`src/rtl/rtsu_pkg.sv`:
```
package rtsu_pkg;

  // shared adder width: holds a 24-bit coordinate plus a 16-bit delta with room to spare
  localparam int AluW = 26;

  localparam logic signed [AluW-1:0] Sat24Max = 26'sd8388607;
  localparam logic signed [AluW-1:0] Sat24Min = -26'sd8388608;
  localparam logic signed [AluW-1:0] Sat16Max = 26'sd32767;
  localparam logic signed [AluW-1:0] Sat16Min = -26'sd32768;

  localparam int ModeW   = 3;
  localparam int CfgIdxW = 2;
  localparam int CfgW    = 9;

  localparam logic [CfgIdxW-1:0] CFG_TREE_DEPTH   = 2'd0;
  localparam logic [CfgIdxW-1:0] CFG_SHAPE_LENGTH = 2'd1;

  typedef enum logic [ModeW-1:0] {
    MODE_WR_SPLIT = 3'd0,
    MODE_WR_LEAF  = 3'd1,
    MODE_WR_FEAT  = 3'd2,
    MODE_WR_SHAPE = 3'd3,
    MODE_EVAL     = 3'd4,
    MODE_RD_SHAPE = 3'd5
  } mode_e;

  typedef struct packed {
    logic signed [AluW-1:0] a;
    logic signed [AluW-1:0] b;
    logic                   sub;
  } alu_req_t;

  typedef struct packed {
    logic signed [AluW-1:0] sum;
    logic signed [23:0]     sat24;
    logic                   sat24_hit;
    logic signed [15:0]     sat16;
    logic                   sat16_hit;
  } alu_res_t;

endpackage

```
`src/rtl/rtsu_alu.sv`:
```
module rtsu_alu (
  input  rtsu_pkg::alu_req_t req_i,
  output rtsu_pkg::alu_res_t res_o
);
  import rtsu_pkg::*;

  logic signed [AluW-1:0] sum;

  always_comb begin
    sum = req_i.sub ? (req_i.a - req_i.b) : (req_i.a + req_i.b);

    res_o.sum = sum;

    if (sum > Sat24Max) begin
      res_o.sat24     = 24'sh7fffff;
      res_o.sat24_hit = 1'b1;
    end else if (sum < Sat24Min) begin
      res_o.sat24     = 24'sh800000;
      res_o.sat24_hit = 1'b1;
    end else begin
      res_o.sat24     = sum[23:0];
      res_o.sat24_hit = 1'b0;
    end

    if (sum > Sat16Max) begin
      res_o.sat16     = 16'sh7fff;
      res_o.sat16_hit = 1'b1;
    end else if (sum < Sat16Min) begin
      res_o.sat16     = 16'sh8000;
      res_o.sat16_hit = 1'b1;
    end else begin
      res_o.sat16     = sum[15:0];
      res_o.sat16_hit = 1'b0;
    end
  end

endmodule

```
`config.mk`:
```
export PLATFORM = sky130hd
export DESIGN_NAME = rtsu_alu
export DESIGN_NICKNAME = d
export VERILOG_FILES = /design/src/rtl/rtsu_pkg.sv /design/src/rtl/rtsu_alu.sv
export SDC_FILE = /design/constraint.sdc
export NUM_CORES = 1
export LEC_CHECK = 0
export BUFFER_PORTS_ARGS = -buffer_cell sky130_fd_sc_hd__buf_2
export CORE_ASPECT_RATIO = 0.5
export CORE_MARGIN = 2
export CORE_UTILIZATION = 45
export DETAILED_ROUTE_END_ITERATION = 10
export GPL_TIMING_DRIVEN = 0
export PLACE_DENSITY = 0.82
export SLEW_MARGIN = 5
export SYNTH_ARGS = -nofsm -noshare
export SYNTH_HDL_FRONTEND = slang
export SYNTH_SLANG_ARGS = --single-unit
```
`constraint.sdc`:
```
create_clock -name vclk -period 3.1
set_clock_uncertainty 0.1 [all_clocks]
set_input_delay 0 -clock vclk [all_inputs]
set_output_delay 0 -clock vclk [all_outputs]
set_load 0.005 [all_outputs]
```
==> qor.json <==
{
  "tightest_slew": {"value": 0.521, "unit": "ns"},
  "design.portCount": {"value": 121},
  "placement.setup.worst_slack": {"value": -1.11, "unit": "ns"},
  "vias_in_the_first_global_route": {"value": 2713},
  "grt_pass1_wl": {"value": 12200, "unit": "µm"},
  "fin_tns_setup": {"value": -36.43, "unit": "ns"},
  "via_per_inst": {"value": 5.84},
  "leakage": {"value": 0.00186, "unit": "µW"},
  "first_pass_iters": {"value": 6},
  "slew_viol_final": {"value": 0},
  "synth_nets": {"value": 449},
  "sequential_cell_area": {"value": 0, "unit": "µm²"},
  "seq_cells": {"value": 0},
  "post_synth_inst_count": {"value": 369},
  "dr_total_vias": {"value": 3476},
  "rsz0062_at_grt": {"value": "yes"},
  "floorplan_die_area": {"value": 6130, "unit": "µm²"},
  "core.rowCount": {"value": 18},
  "globalRoute.busiestLayer": {"value": "met2"},
  "remaining_drc_errors": {"value": 0},
  "grt_antenna_before_repair": {"value": 0},
  "finalSetupViolations": {"value": 50},
  "final.period_utilization": {"value": 131, "unit": "%"},
  "critical_path_fanout_max": {"value": 8},
  "slew_headroom": {"value": 65.2, "unit": "%"},
  "chipHeight": {"value": 56.4, "unit": "µm"},
  "endpoint": {"value": "res_o[3]"},
  "synth.cells.most_frequent": {"value": "sky130_fd_sc_hd__o21ai_0 (42), sky130_fd_sc_hd__a21oi_1 (40), sky130_fd_sc_hd__inv_1 (35)"},
  "hold_depth": {"value": 3},
  "wl": {"value": 9350, "unit": "µm"},
  "final_layout_size_suffix_gt1_share": {"value": 47.4, "unit": "%"},
  "grt_usage": {"value": 23.7, "unit": "%"},
  "met1_grt_util": {"value": 33.1, "unit": "%"},
  "ir_drop_worst_case_vdd": {"value": 0.288, "unit": "mV"},
  "global_route.overflow_total": {"value": 0},
  "die_x": {"value": 109, "unit": "µm"},
  "start_util": {"value": 48.3, "unit": "%"},
  "gr-usage-met3": {"value": 1.28, "unit": "%"},
  "antenna_left": {"value": 0},
  "flow.area_growth_from_synthesis": {"value": 55.5, "unit": "%"},
  "drtIter0Drc": {"value": 237},
  "worst_ep_required_time": {"value": 3.00, "unit": "ns"},
  "failing_checks": {"value": "negative setup slack"},
  "final_hold_viol_count": {"value": 0},
  "synth_largest_area_cell": {"value": "sky130_fd_sc_hd__ha_1"},
  "status": {"value": "complete, but fails checks"},
  "clock_buffers": {"value": 0},
  "finalHoldWorstSlack": {"value": 0.316, "unit": "ns"},
  "finish.utilization": {"value": 75.1, "unit": "%"},
  "grt_max_degree": {"value": 11},
  "maxClockFrequency": {"value": 0.246, "unit": "GHz"},
  "gp_routability_congestion": {"value": 0.927},
  "yosys.cell_types.count": {"value": 56},
  "setup.worst_path.start_class": {"value": "primary input"},
  "number_of_fill_cells": {"value": 372},
  "post-route-worst-setup-slack": {"value": -0.965, "unit": "ns"},
  "min_period": {"value": 4.07, "unit": "ns"},
  "worst_setup_path_end_kind": {"value": "primary output"},
  "use_met2": {"value": 42.2, "unit": "%"},
  "timing.setup.critical_path_class": {"value": "in2out"},
  "place.port_buffers": {"value": 120},
  "cap_violations": {"value": 0},
  "core_area": {"value": 5110, "unit": "µm²"},
  "yosysWarnings": {"value": 0},
  "most_repeated_cell_in_the_gate_level_netlist_after_synthesis": {"value": "sky130_fd_sc_hd__o21ai_0"},
  "yosys-top-cells-area": {"value": "sky130_fd_sc_hd__ha_1 (13%), sky130_fd_sc_hd__xnor2_1 (11%), sky130_fd_sc_hd__o21ai_0 (8.5%)"},
  "synth.yosys.seq_area_share": {"value": 0, "unit": "%"},
  "share_of_the_synthesized_area_in_the_top_cell_type": {"value": 13.2, "unit": "%"},
  "worstHoldPathType": {"value": "in2out"},
  "netlist_area_before_placement": {"value": 2470, "unit": "µm²"},
  "crit_arrival": {"value": 3.97, "unit": "ns"},
  "hpwl": {"value": 6210, "unit": "µm"},
  "worst_setup_path_startpoint": {"value": "req_i[6]"},
  "powerDensity": {"value": 467, "unit": "nW/µm²"},
  "post_drt_wl_per_cell": {"value": 15.7, "unit": "µm"},
  "post_synth.cell_area_avg": {"value": 6.69, "unit": "µm²"},
  "num_antenna_cells": {"value": 0},
  "finalNetCount": {"value": 607}
}
==> area by class of cell <==
type | count | area, µm² | area share [%]
Inverter | 35 | 131 | 3.42
Tap cell | 70 | 87.6 | 2.28
Timing Repair Buffer | 159 | 945 | 24.6
Buffer | 10 | 106 | 2.77
Multi-Input combinational cell | 321 | 2570 | 66.9
==> placed cells by master, fill, tap and decap left out, types with 3 or more instances in the layout <==
cell type	n
sky130_fd_sc_hd__buf_2	117
sky130_fd_sc_hd__a21oi_1	35
sky130_fd_sc_hd__inv_1	34
sky130_fd_sc_hd__buf_4	34
sky130_fd_sc_hd__o21ai_2	30
sky130_fd_sc_hd__nor2_1	29
sky130_fd_sc_hd__xnor2_1	28
sky130_fd_sc_hd__ha_1	24
sky130_fd_sc_hd__nand2_1	18
sky130_fd_sc_hd__o21ai_1	14
sky130_fd_sc_hd__a21o_1	12
sky130_fd_sc_hd__buf_6	12
sky130_fd_sc_hd__nor3_1	11
sky130_fd_sc_hd__o21ai_0	10
sky130_fd_sc_hd__xor2_1	9
sky130_fd_sc_hd__and2_1	6
sky130_fd_sc_hd__a21oi_2	6
sky130_fd_sc_hd__a31oi_1	5
sky130_fd_sc_hd__xnor2_2	5
sky130_fd_sc_hd__nand2b_1	4
sky130_fd_sc_hd__nand4_1	4
sky130_fd_sc_hd__o211ai_1	4
sky130_fd_sc_hd__and3_1	3
sky130_fd_sc_hd__buf_8	3
sky130_fd_sc_hd__nand3_1	3
==> through the flow <==
| step | area [µm²] | total power (µW) | instances |
|---|---|---|---|
| 2_1_floorplan | 2520 | 843 | 369 |
| 3_3_place_gp | 3210 | 1310 | 559 |
| 3_5_place_dp | 3210 | 1320 | 559 |
| 4_1_cts | 3520 | 1500 | 579 |
| 5_1_grt | 3840 | 1920 | 595 |
| 6_report | 3840 | 1790 | 595 |
==> repair_timing <==
action                                  CTS  global route
hold buffers                              0             0
gates resized for setup                  61            49
setup buffers                            20            18
pin swaps                                30            20
gates cloned                              2             0
endpoints found under the setup margin   54            53
==> report_power, final <==
part / leakage, µW / internal [µW] / total (µW) / switching, µW
clock: 0 / 0 / 0 / 0
combinational: 0.00186 / 839 / 1790 / 954
sequential: 0 / 0 / 0 / 0
total: 0.00186 / 839 / 1790 / 954
==> critical path, cell delays in order <==
cell and delay [ns]:
sky130_fd_sc_hd__buf_8 0.10, sky130_fd_sc_hd__nor4_4 0.32, sky130_fd_sc_hd__and3_1 0.22, sky130_fd_sc_hd__nand3b_1 0.17, sky130_fd_sc_hd__nor4_2 0.21, sky130_fd_sc_hd__nor2_1 0.09, sky130_fd_sc_hd__xnor2_1 0.13, sky130_fd_sc_hd__ha_1 0.32
sky130_fd_sc_hd__buf_8 0.12, sky130_fd_sc_hd__nand4_1 0.21, sky130_fd_sc_hd__nor3_1 0.30, sky130_fd_sc_hd__a22oi_1 0.18, sky130_fd_sc_hd__a31oi_1 0.24, sky130_fd_sc_hd__mux2i_1 0.32, sky130_fd_sc_hd__and4_1 0.22, sky130_fd_sc_hd__nand4_1 0.13
sky130_fd_sc_hd__o21a_4 0.26, sky130_fd_sc_hd__buf_4 0.15, sky130_fd_sc_hd__o21ai_1 0.14, sky130_fd_sc_hd__buf_2 0.13
==> routing by layer <==
layer	wire, µm	vias to the layer above
met5	0	-
met2	4550	184
met4	218	0
met1	3960	1607
li1	-	1653
met3	624	32
==> logic make-up after synthesis <==
family                   count (synthesis)  synth area share (%)
AO/OA/AOI/OAI                          147                  39.3
XOR/XNOR                                45                  16.9
adder cells (fa/ha/maj)                 27                  14.0
buffers and inverters                   48                  8.11
multiplexers                             2                 0.811
AND/OR/NAND/NOR                        100                  20.9
==> worst min path at each step <==
stage,startpoint,end
after floorplan,req_i[28],res_o[43]
after global placement,req_i[28],res_o[43]
after detailed placement,req_i[28],res_o[43]
after CTS,req_i[28],res_o[43]
after global routing,req_i[28],res_o[43]
final,req_i[28],res_o[43]
Power figures use the tool's default switching activity.
